===== config.mk =====
export PLATFORM = sky130hd
export DESIGN_NAME = positional_ordered_list
export DESIGN_NICKNAME = d
export VERILOG_FILES = /design/src/sv/pol_pkg.sv /design/src/sv/positional_ordered_list.sv /design/src/sv/pol_datapath.sv /design/src/sv/pol_controller.sv
export VERILOG_INCLUDE_DIRS = /design/src /design/src/sv
export SDC_FILE = /design/constraint.sdc
export NUM_CORES = 2
export LEC_CHECK = 0
export ABC_AREA = 1
export ABC_CLOCK_PERIOD_IN_PS = 4900
export BUFFER_PORTS_ARGS = -buffer_cell sky130_fd_sc_hd__buf_2
export CAP_MARGIN = 20
export CORE_ASPECT_RATIO = 1.5
export CORE_MARGIN = 5
export CORE_UTILIZATION = 58
export CTS_CLUSTER_DIAMETER = 40
export DETAILED_ROUTE_END_ITERATION = 12
export PLACE_DENSITY = 0.75
export SLEW_MARGIN = 20
export SYNTH_ARGS = -nofsm -noshare
export SYNTH_HDL_FRONTEND = slang
export SYNTH_SLANG_ARGS = --single-unit

===== constraint.sdc =====
create_clock -name clock -period 4.9 [get_ports clock]
set_input_delay 0.735 -clock clock [delete_from_list [all_inputs] [get_ports clock]]
set_output_delay 0.735 -clock clock [all_outputs]
set_load 0.02 [all_outputs]

===== src/sv/positional_ordered_list_defines.svh =====
// ----------------------------------------------------------------------------
// positional_ordered_list_defines
// Assertion macros shared by the ordered list modules. Each macro samples on
// the rising edge of clock and is disabled while reset is high.
// ----------------------------------------------------------------------------
`ifndef POSITIONAL_ORDERED_LIST_DEFINES_SVH
`define POSITIONAL_ORDERED_LIST_DEFINES_SVH

`ifndef SYNTHESIS

// Assert a property on every clock edge outside reset
`define POL_ASSERT(label, prop, msg) \
   label: assert property (@(posedge clock) disable iff (reset) (prop)) else $error(msg);

// Assert that a condition never holds outside reset
`define POL_ASSERT_NEVER(label, cond, msg) \
   label: assert property (@(posedge clock) disable iff (reset) !(cond)) else $error(msg);

`else

`define POL_ASSERT(label, prop, msg)
`define POL_ASSERT_NEVER(label, cond, msg)

`endif

`endif


===== src/sv/pol_pkg.sv =====
// ----------------------------------------------------------------------------
// pol_pkg
// Types, codes and sizes shared by the ordered list controller, datapath and
// top level.
// ----------------------------------------------------------------------------
package pol_pkg;

   // Storage sizes
   localparam int CAPACITY   = 16;
   localparam int DATA_WIDTH = 32;
   localparam int CNT_W      = $clog2(CAPACITY + 1);
   localparam int IDX_W      = $clog2(CAPACITY);

   // Action codes
   localparam logic [2:0] ACT_INS_FRONT = 3'd0;
   localparam logic [2:0] ACT_INS_BACK  = 3'd1;
   localparam logic [2:0] ACT_INS_AT    = 3'd2;
   localparam logic [2:0] ACT_DEL_FRONT = 3'd3;
   localparam logic [2:0] ACT_DEL_BACK  = 3'd4;
   localparam logic [2:0] ACT_DEL_AT    = 3'd5;
   localparam logic [2:0] ACT_DUMP      = 3'd6;

   // Status codes
   localparam logic [1:0] STS_OK      = 2'd0;
   localparam logic [1:0] STS_FULL    = 2'd1;
   localparam logic [1:0] STS_EMPTY   = 2'd2;
   localparam logic [1:0] STS_BAD_POS = 2'd3;

   typedef struct packed {
      logic [2:0]         action;
      logic signed [31:0] value;
      logic [6:0]         position;
   } req_type;

   typedef struct packed {
      logic [1:0]         status;
      logic signed [31:0] element;
      logic [6:0]         element_index;
      logic [6:0]         element_count;
      logic               last_of_run;
   } rsp_type;

   // Controller to datapath
   typedef struct packed {
      logic exec;       // apply the accepted item and load its single result
      logic load_elem;  // load the next dumped element into the result register
   } cmd_type;

   // Datapath to controller
   typedef struct packed {
      logic go_dump;    // accepted item is a dump of a non-empty list
      logic dump_last;  // dump pointer sits on the final stored element
   } stat_type;

   typedef enum logic {
      ST_IDLE,
      ST_DUMP
   } state_type;

endpackage


===== src/sv/positional_ordered_list.sv =====
// ----------------------------------------------------------------------------
// positional_ordered_list
// Bounded ordered list with front, back and positional insert and delete,
// plus an in-order dump.
// ----------------------------------------------------------------------------
// Each item is applied in the cycle it is accepted: an insert, delete or
// unknown action gives one result, and the next item may be accepted in
// the following cycle. A dump of a non-empty list of n elements gives n
// results after the accept cycle, one element per cycle from the single
// read port of the cell array; a dump of an empty list gives one result.
// A stalled result holds the block until it is taken. Cells are
// not cleared at reset; only stored elements are ever read back.
module positional_ordered_list (
   input  logic             clock,
   input  logic             reset,
   input  logic             req_valid,
   output logic             req_ready,
   input  pol_pkg::req_type req_item,
   output logic             rsp_valid,
   input  logic             rsp_ready,
   output pol_pkg::rsp_type rsp_item
);
   import pol_pkg::*;

   cmd_type  cmd;
   stat_type stat;

   // Sequence items and results
   pol_controller u_controller (
      .clock     (clock),
      .reset     (reset),
      .req_valid (req_valid),
      .req_ready (req_ready),
      .rsp_valid (rsp_valid),
      .rsp_ready (rsp_ready),
      .stat      (stat),
      .cmd       (cmd)
   );

   // Hold cells, count and the result register
   pol_datapath u_datapath (
      .clock    (clock),
      .reset    (reset),
      .req_item (req_item),
      .cmd      (cmd),
      .stat     (stat),
      .rsp_item (rsp_item)
   );

endmodule


===== src/sv/pol_datapath.sv =====
// ----------------------------------------------------------------------------
// pol_datapath
// Shifting cell array, element count, dump pointer and result register.
// Inserts and deletes shift all cells from the slot onward in parallel.
// ----------------------------------------------------------------------------
`include "positional_ordered_list_defines.svh"

module pol_datapath (
   input  logic             clock,
   input  logic             reset,
   input  pol_pkg::req_type req_item,
   input  pol_pkg::cmd_type cmd,
   output pol_pkg::stat_type stat,
   output pol_pkg::rsp_type rsp_item
);
   import pol_pkg::*;

   logic signed [DATA_WIDTH-1:0] cells_ff [CAPACITY];
   logic signed [DATA_WIDTH-1:0] cells_in [CAPACITY];
   logic [CNT_W-1:0]             count_ff, count_in;
   logic [IDX_W-1:0]             dump_idx_ff, dump_idx_in;
   rsp_type                      rsp_ff, rsp_in;

   logic signed [DATA_WIDTH-1:0] new_value;
   logic [6:0]                   count_ext;
   logic                         full, empty;
   logic                         ins_pos_ok, del_pos_ok;
   logic                         do_ins, do_del;
   logic [IDX_W-1:0]             slot;
   logic [1:0]                   sts;
   logic signed [DATA_WIDTH-1:0] dump_cell;

   // Decode list condition and position range
   assign new_value  = DATA_WIDTH'(req_item.value);
   assign count_ext  = 7'(count_ff);
   assign full       = (count_ff == CNT_W'(CAPACITY));
   assign empty      = (count_ff == '0);
   assign ins_pos_ok = (req_item.position != 7'd0) && (req_item.position <= count_ext + 7'd1);
   assign del_pos_ok = (req_item.position != 7'd0) && (req_item.position <= count_ext);

   // Pick the operation, its slot and its status
   always_comb begin
      do_ins = 1'b0;
      do_del = 1'b0;
      slot   = '0;
      sts    = STS_OK;
      case (req_item.action)
         ACT_INS_FRONT, ACT_INS_BACK, ACT_INS_AT: begin
            if (full) begin
               sts = STS_FULL;
            end else if (req_item.action == ACT_INS_AT && !ins_pos_ok) begin
               sts = STS_BAD_POS;
            end else begin
               do_ins = 1'b1;
               if (req_item.action == ACT_INS_BACK) begin
                  slot = IDX_W'(count_ff);
               end else if (req_item.action == ACT_INS_AT) begin
                  slot = IDX_W'(req_item.position - 7'd1);
               end
            end
         end
         ACT_DEL_FRONT, ACT_DEL_BACK, ACT_DEL_AT: begin
            if (empty) begin
               sts = STS_EMPTY;
            end else if (req_item.action == ACT_DEL_AT && !del_pos_ok) begin
               sts = STS_BAD_POS;
            end else begin
               do_del = 1'b1;
               if (req_item.action == ACT_DEL_BACK) begin
                  slot = IDX_W'(count_ff - CNT_W'(1));
               end else if (req_item.action == ACT_DEL_AT) begin
                  slot = IDX_W'(req_item.position - 7'd1);
               end
            end
         end
         ACT_DUMP: begin
            if (empty) begin
               sts = STS_EMPTY;
            end
         end
         default: begin
            sts = STS_OK;
         end
      endcase
   end

   // Shift cells open for an insert or closed for a delete
   always_comb begin
      for (int i = 0; i < CAPACITY; i++) begin
         cells_in[i] = cells_ff[i];
      end
      if (cmd.exec && do_ins) begin
         cells_in[0] = (slot == '0) ? new_value : cells_ff[0];
         for (int i = 1; i < CAPACITY; i++) begin
            if (IDX_W'(i) == slot) begin
               cells_in[i] = new_value;
            end else if (IDX_W'(i) > slot) begin
               cells_in[i] = cells_ff[i-1];
            end
         end
      end else if (cmd.exec && do_del) begin
         for (int i = 0; i < CAPACITY - 1; i++) begin
            if (IDX_W'(i) >= slot) begin
               cells_in[i] = cells_ff[i+1];
            end
         end
      end
   end

   // Advance count and dump pointer
   always_comb begin
      count_in    = count_ff;
      dump_idx_in = dump_idx_ff;
      if (cmd.exec) begin
         dump_idx_in = '0;
         if (do_ins) begin
            count_in = count_ff + CNT_W'(1);
         end else if (do_del) begin
            count_in = count_ff - CNT_W'(1);
         end
      end else if (cmd.load_elem) begin
         dump_idx_in = dump_idx_ff + IDX_W'(1);
      end
   end

   // Load the result register
   assign dump_cell = cells_ff[dump_idx_ff];

   always_comb begin
      rsp_in = rsp_ff;
      if (cmd.exec) begin
         rsp_in.status        = sts;
         rsp_in.element       = '0;
         rsp_in.element_index = '0;
         rsp_in.element_count = 7'(count_in);
         rsp_in.last_of_run   = 1'b1;
      end else if (cmd.load_elem) begin
         rsp_in.status        = STS_OK;
         rsp_in.element       = 32'(dump_cell);
         rsp_in.element_index = 7'(dump_idx_ff) + 7'd1;
         rsp_in.element_count = count_ext;
         rsp_in.last_of_run   = stat.dump_last;
      end
   end

   assign stat.go_dump   = (req_item.action == ACT_DUMP) && !empty;
   assign stat.dump_last = (dump_idx_ff == IDX_W'(count_ff - CNT_W'(1)));
   assign rsp_item       = rsp_ff;

   // Control registers
   always_ff @(posedge clock) begin
      if (reset) begin
         count_ff    <= '0;
         dump_idx_ff <= '0;
      end else begin
         count_ff    <= count_in;
         dump_idx_ff <= dump_idx_in;
      end
   end

   // Payload registers
   always_ff @(posedge clock) begin
      for (int i = 0; i < CAPACITY; i++) begin
         cells_ff[i] <= cells_in[i];
      end
      rsp_ff <= rsp_in;
   end

   `POL_ASSERT(a_count_bound, count_ff <= CNT_W'(CAPACITY), "element count beyond capacity")
   `POL_ASSERT(a_count_only_on_exec, !cmd.exec |=> $stable(count_ff), "count moved without an item")
   `POL_ASSERT(a_dump_advance, cmd.load_elem |=> dump_idx_ff == $past(dump_idx_ff) + IDX_W'(1), "dump pointer did not advance")

endmodule


===== src/sv/pol_controller.sv =====
// ----------------------------------------------------------------------------
// pol_controller
// Sequences items: applies each accepted item, streams dumps one element a
// cycle while results are taken, and owns the result valid flag.
// ----------------------------------------------------------------------------
`include "positional_ordered_list_defines.svh"

module pol_controller (
   input  logic              clock,
   input  logic              reset,
   input  logic              req_valid,
   output logic              req_ready,
   output logic              rsp_valid,
   input  logic              rsp_ready,
   input  pol_pkg::stat_type stat,
   output pol_pkg::cmd_type  cmd
);
   import pol_pkg::*;

   state_type state_ff, state_in;
   logic      rsp_valid_ff, rsp_valid_in;
   logic      slot_free;

   assign slot_free = !rsp_valid_ff || rsp_ready;

   // Next state
   always_comb begin
      state_in = state_ff;
      case (state_ff)
         ST_IDLE: begin
            if (req_valid && slot_free && stat.go_dump) begin
               state_in = ST_DUMP;
            end
         end
         ST_DUMP: begin
            if (slot_free && stat.dump_last) begin
               state_in = ST_IDLE;
            end
         end
         default: begin
            state_in = ST_IDLE;
         end
      endcase
   end

   // Outputs
   always_comb begin
      req_ready     = 1'b0;
      cmd.exec      = 1'b0;
      cmd.load_elem = 1'b0;
      case (state_ff)
         ST_IDLE: begin
            req_ready = slot_free;
            cmd.exec  = req_valid && slot_free;
         end
         ST_DUMP: begin
            cmd.load_elem = slot_free;
         end
         default: begin
            req_ready = 1'b0;
         end
      endcase
   end

   // Hold the result until taken, set it when a new one loads
   always_comb begin
      rsp_valid_in = rsp_valid_ff && !rsp_ready;
      if ((cmd.exec && !stat.go_dump) || cmd.load_elem) begin
         rsp_valid_in = 1'b1;
      end
   end

   assign rsp_valid = rsp_valid_ff;

   always_ff @(posedge clock) begin
      if (reset) begin
         state_ff     <= ST_IDLE;
         rsp_valid_ff <= 1'b0;
      end else begin
         state_ff     <= state_in;
         rsp_valid_ff <= rsp_valid_in;
      end
   end

   `POL_ASSERT_NEVER(a_no_accept_in_dump, state_ff == ST_DUMP && req_ready, "item taken during dump")
   `POL_ASSERT(a_exec_result, cmd.exec |=> rsp_valid_ff || state_ff == ST_DUMP, "accepted item left no result")
   `POL_ASSERT(a_dump_ends, cmd.load_elem && stat.dump_last |=> state_ff == ST_IDLE && rsp_valid_ff, "dump did not end on final element")

endmodule


==> metrics.md <==
| Metric | Value |
|---|---|
| Outcome | complete, no violations |
| Total track usage | 32.04% |
| Final setup vio count | 0 |
| Critical path class | reg -> reg |
| CP endpoint kind | register |
| Post-synth ARST share | 0% |
| Core ar. | 62080 µm² |
| Combinational fraction of design power | between 10% and 20% |
| Port bufs | 92 |
| Sequential share of the synthesized area | 45.98% |
| Yosys top cell area share | 43.05% |
| Setup bufs post-CTS | 0 |
| Hold Fails Final Rpt | 0 |
| Max-slew violations | 0 |
| Final Wtd Congestion | 0.9365 |
| Final cell count without fillers | 5627 |
| Met3 Use GR | 5.019% |
| Cell Rows | ~110 |
| Ys flop type | edfxtp_1 |
| WL/cell | 19.99 µm |
| Unrepaired setup endpoints after global routing | false |
| Post-detail-place hpwl | 74130 µm |
| Vias in the first global route | around 30000 |
| Synth Cell Area | 36200 µm² |
| Max Buffers Root-to-Sink | 3 |
| Peak Freq | 231.6 MHz |
| Power Density | 342.4 nW/µm² |
| Post-route ant nets | 0 |
| Leakage | ~18 nW |
| Via count | 33320 |
| Distinct cells, synth | 42 |
| Skew final | 18.83 ps |
| Mapped Cells | 4902 |
| Worst EP arrival | 4590 ps |
| Io pins | 97 |
| Vias per inst | 5.922 |
| Register share of total power | 44.2% |
| First drt pass iteration count | 6 |
| Yosys top cell by area | edfxtp_1 |
| Met2 GRT Util | 51.68% |
| Die Span Y | 316.0 µm |
| Final setup margin | 582.7 ps |
| Synthesized flop and latch total | 572 |
| Initial Utilization | 58.31% |
| Crit path launch type | register |
| Pint | approximately 9.7 mW |
| Die area | 67620 µm² |
| H-tree levels | 3 |
| First-pass GRT wire length | 175000 µm |
| Slew @ Worst Pin | 1074 ps |
| Residual DRC | 0 |
| Hold WC Path Type | in -> reg |
| Share of cells above drive strength 1 | 7.643% |
| Yosys Warn Count | 0 |
| Post-placement cell count | 5490 |
| Sw Ratio | approximately 28% |
| Nets | 4832 |
| Clock share of power | 42.0% |
| CTS resizes | 0 |
| Minimum clock period | 4317 ps |
| Post-Syn Area per Cell | 7.385 µm² |
| Die X | 214.0 µm |
| Met1 Usage GRT | between 40% and 50% |
| Crit-path max FO | 31 |
| Max VDD drop | 0.0002942 V |
| CTS buffer count | 76 |
| Filler Cell Count | between 5000 and 6000 |
| Fin Setup TNS | 0 ps |
| Hold_buf cts | 0 |
| Initial antenna violation count | 1 |
| Pin count of the biggest net entering global routing | 154 |
| Area Overhead vs Synth | 9.418% |
| WL final | 112500 µm |
| Critical Path RT | 5180 ps |
| 1st-iter DRT viols | 4469 |
| P_sw | 3.849 mW |
| Synth top area cells | edfxtp_1, nand2_1, nand3_1 |
| Rel. slew slack | 28.26% |
| Max-cap violation count | 0 |
| Pre-CTS setup slack | 646.0 ps |
| Post-synth EDFFs | roughly 520 |
| Clk slew on worst S/H paths | 60 ps |
| Period utilization | 88.11% |
| Clk Latency, worst-skew pair | approximately 640 ps |
| Gr ovfl total | 0 |
| Final Util | 63.81% |
| CTS tree | built |
| Top Usage Layer GRT | met2 |
| # clock sinks | ~570 |
| Reg2Reg Setup Slack | 580 ps |
| Root Buffer | clkbuf_16 |
| Final hold slack | 349.8 ps |
## routing by layer
metal | vias to the layer above | wire length, µm
li1 | 15990 | -
met1 | 15240 | 44330
met2 | 1889 | 51860
met3 | 204 | 11260
met4 | 0 | 5042
met5 | - | 0
## flip-flops by register name, indices dropped and copies added, names as in the netlist, named ones only
signal                  count
u_datapath.count_ff         5
u_datapath.rsp_item        45
u_datapath.cells_ff       512
u_controller.rsp_valid      1
u_controller.state_ff       1
u_datapath.dump_idx_ff      4
## final cells by class
type	count	area [µm²]	area share, %
inverters	559	2111	5.329
diodes	1	2.502	0.006318
clock inverters	50	559.3	1.412
multi-input cells	3371	15780	39.84
repair buffers	190	1509	3.809
flip-flops and latches	572	16660	42.05
clock buffers	86	1992	5.029
well taps	798	998.5	2.521
## kinds of logic after synthesis
family | Yosys count | share of synthesized area, %
buf+inv | 962 | 10.94
fa+ha+maj | 16 | 0.5530
mux | 32 | 0.8848
flops | 572 | 45.98
other cells | 1 | 0.01036
simple gates | 2684 | 31.70
compound gates | 623 | 9.640
xor+xnor | 12 | 0.2903
## worst max-delay path, stage by stage, from the launching register on
cell     delay [ps]
dfxtp_1         500
ha_1            240
nand3_1         100
xor2_1          190
inv_1            80
ha_1            310
nand2_1          60
nor2_1          150
nand4_1         100
nand2_1          80
nand2_1          80
nand2_2         140
nand2_1         200
a21oi_1         480
inv_1           490
a21oi_4         290
buf_4           430
## metrics by stage
stage               instance area, µm²  power (mW)
detailed placement               37060       7.905
global route                     39610       14.03
finish                           39610       13.56
CTS                              39610       13.56
global placement                 37060       7.861
floorplan                        36220       7.325
## power by group through the flow
stage / combinational (mW) / sequential (mW) / clock, mW
after floorplan: 1.28 / 6.05 / 0
after global placement: 1.79 / 6.07 / 0
after detailed placement: 1.82 / 6.08 / 0
after CTS: 1.84 / 5.98 / 5.74
after global routing: 2.07 / 6.02 / 5.94
final: 1.88 / 5.99 / 5.69
## layout by cell type, fill, tap and decap left out, types with 78 or more instances in the layout
master / netlist / final
a21oi_1: 203 / 196
nand2_1: 1544 / 1544
buf_2: 132 / 92
nor2_1: 88 / 82
nand3_1: 1020 / 1020
inv_1: 548 / 543
clkbuf_16: 0 / 78
edfxtp_1: 519 / 519
o21ai_0: 265 / 265
o211ai_1: 88 / 88
## synth_stat cells (4+ instances only)
library cell / number
o21bai_1: 15
o32ai_1: 8
buf_2: 132
buf_1: 17
nor2_1: 88
a21oi_1: 203
nor2_4: 4
clkbuf_1: 207
xor2_1: 6
dfxtp_1: 53
nand2_1: 1544
nand3_1: 1020
buf_4: 46
xnor2_1: 6
nor3_1: 5
o21ai_0: 265
o21ai_1: 5
nand4_1: 4
inv_1: 548
o211ai_1: 88
nand2_2: 8
ha_1: 16
a211oi_1: 23
mux2i_1: 32
inv_2: 9
edfxtp_1: 519
o22ai_1: 11
## final timing paths
path / from / endpoint / depth (start not counted)
setup / recovery: u_datapath.count_ff[0] / u_datapath.cells_ff[9][9] / 16
hold / removal: reset / u_datapath.count_ff[0] / 2
setup reg to reg: u_datapath.count_ff[0] / u_datapath.cells_ff[9][9] / 16
hold reg to reg: u_datapath.rsp_item[11] / u_datapath.rsp_item[11] / 2
(Power assumes the default switching activity.)
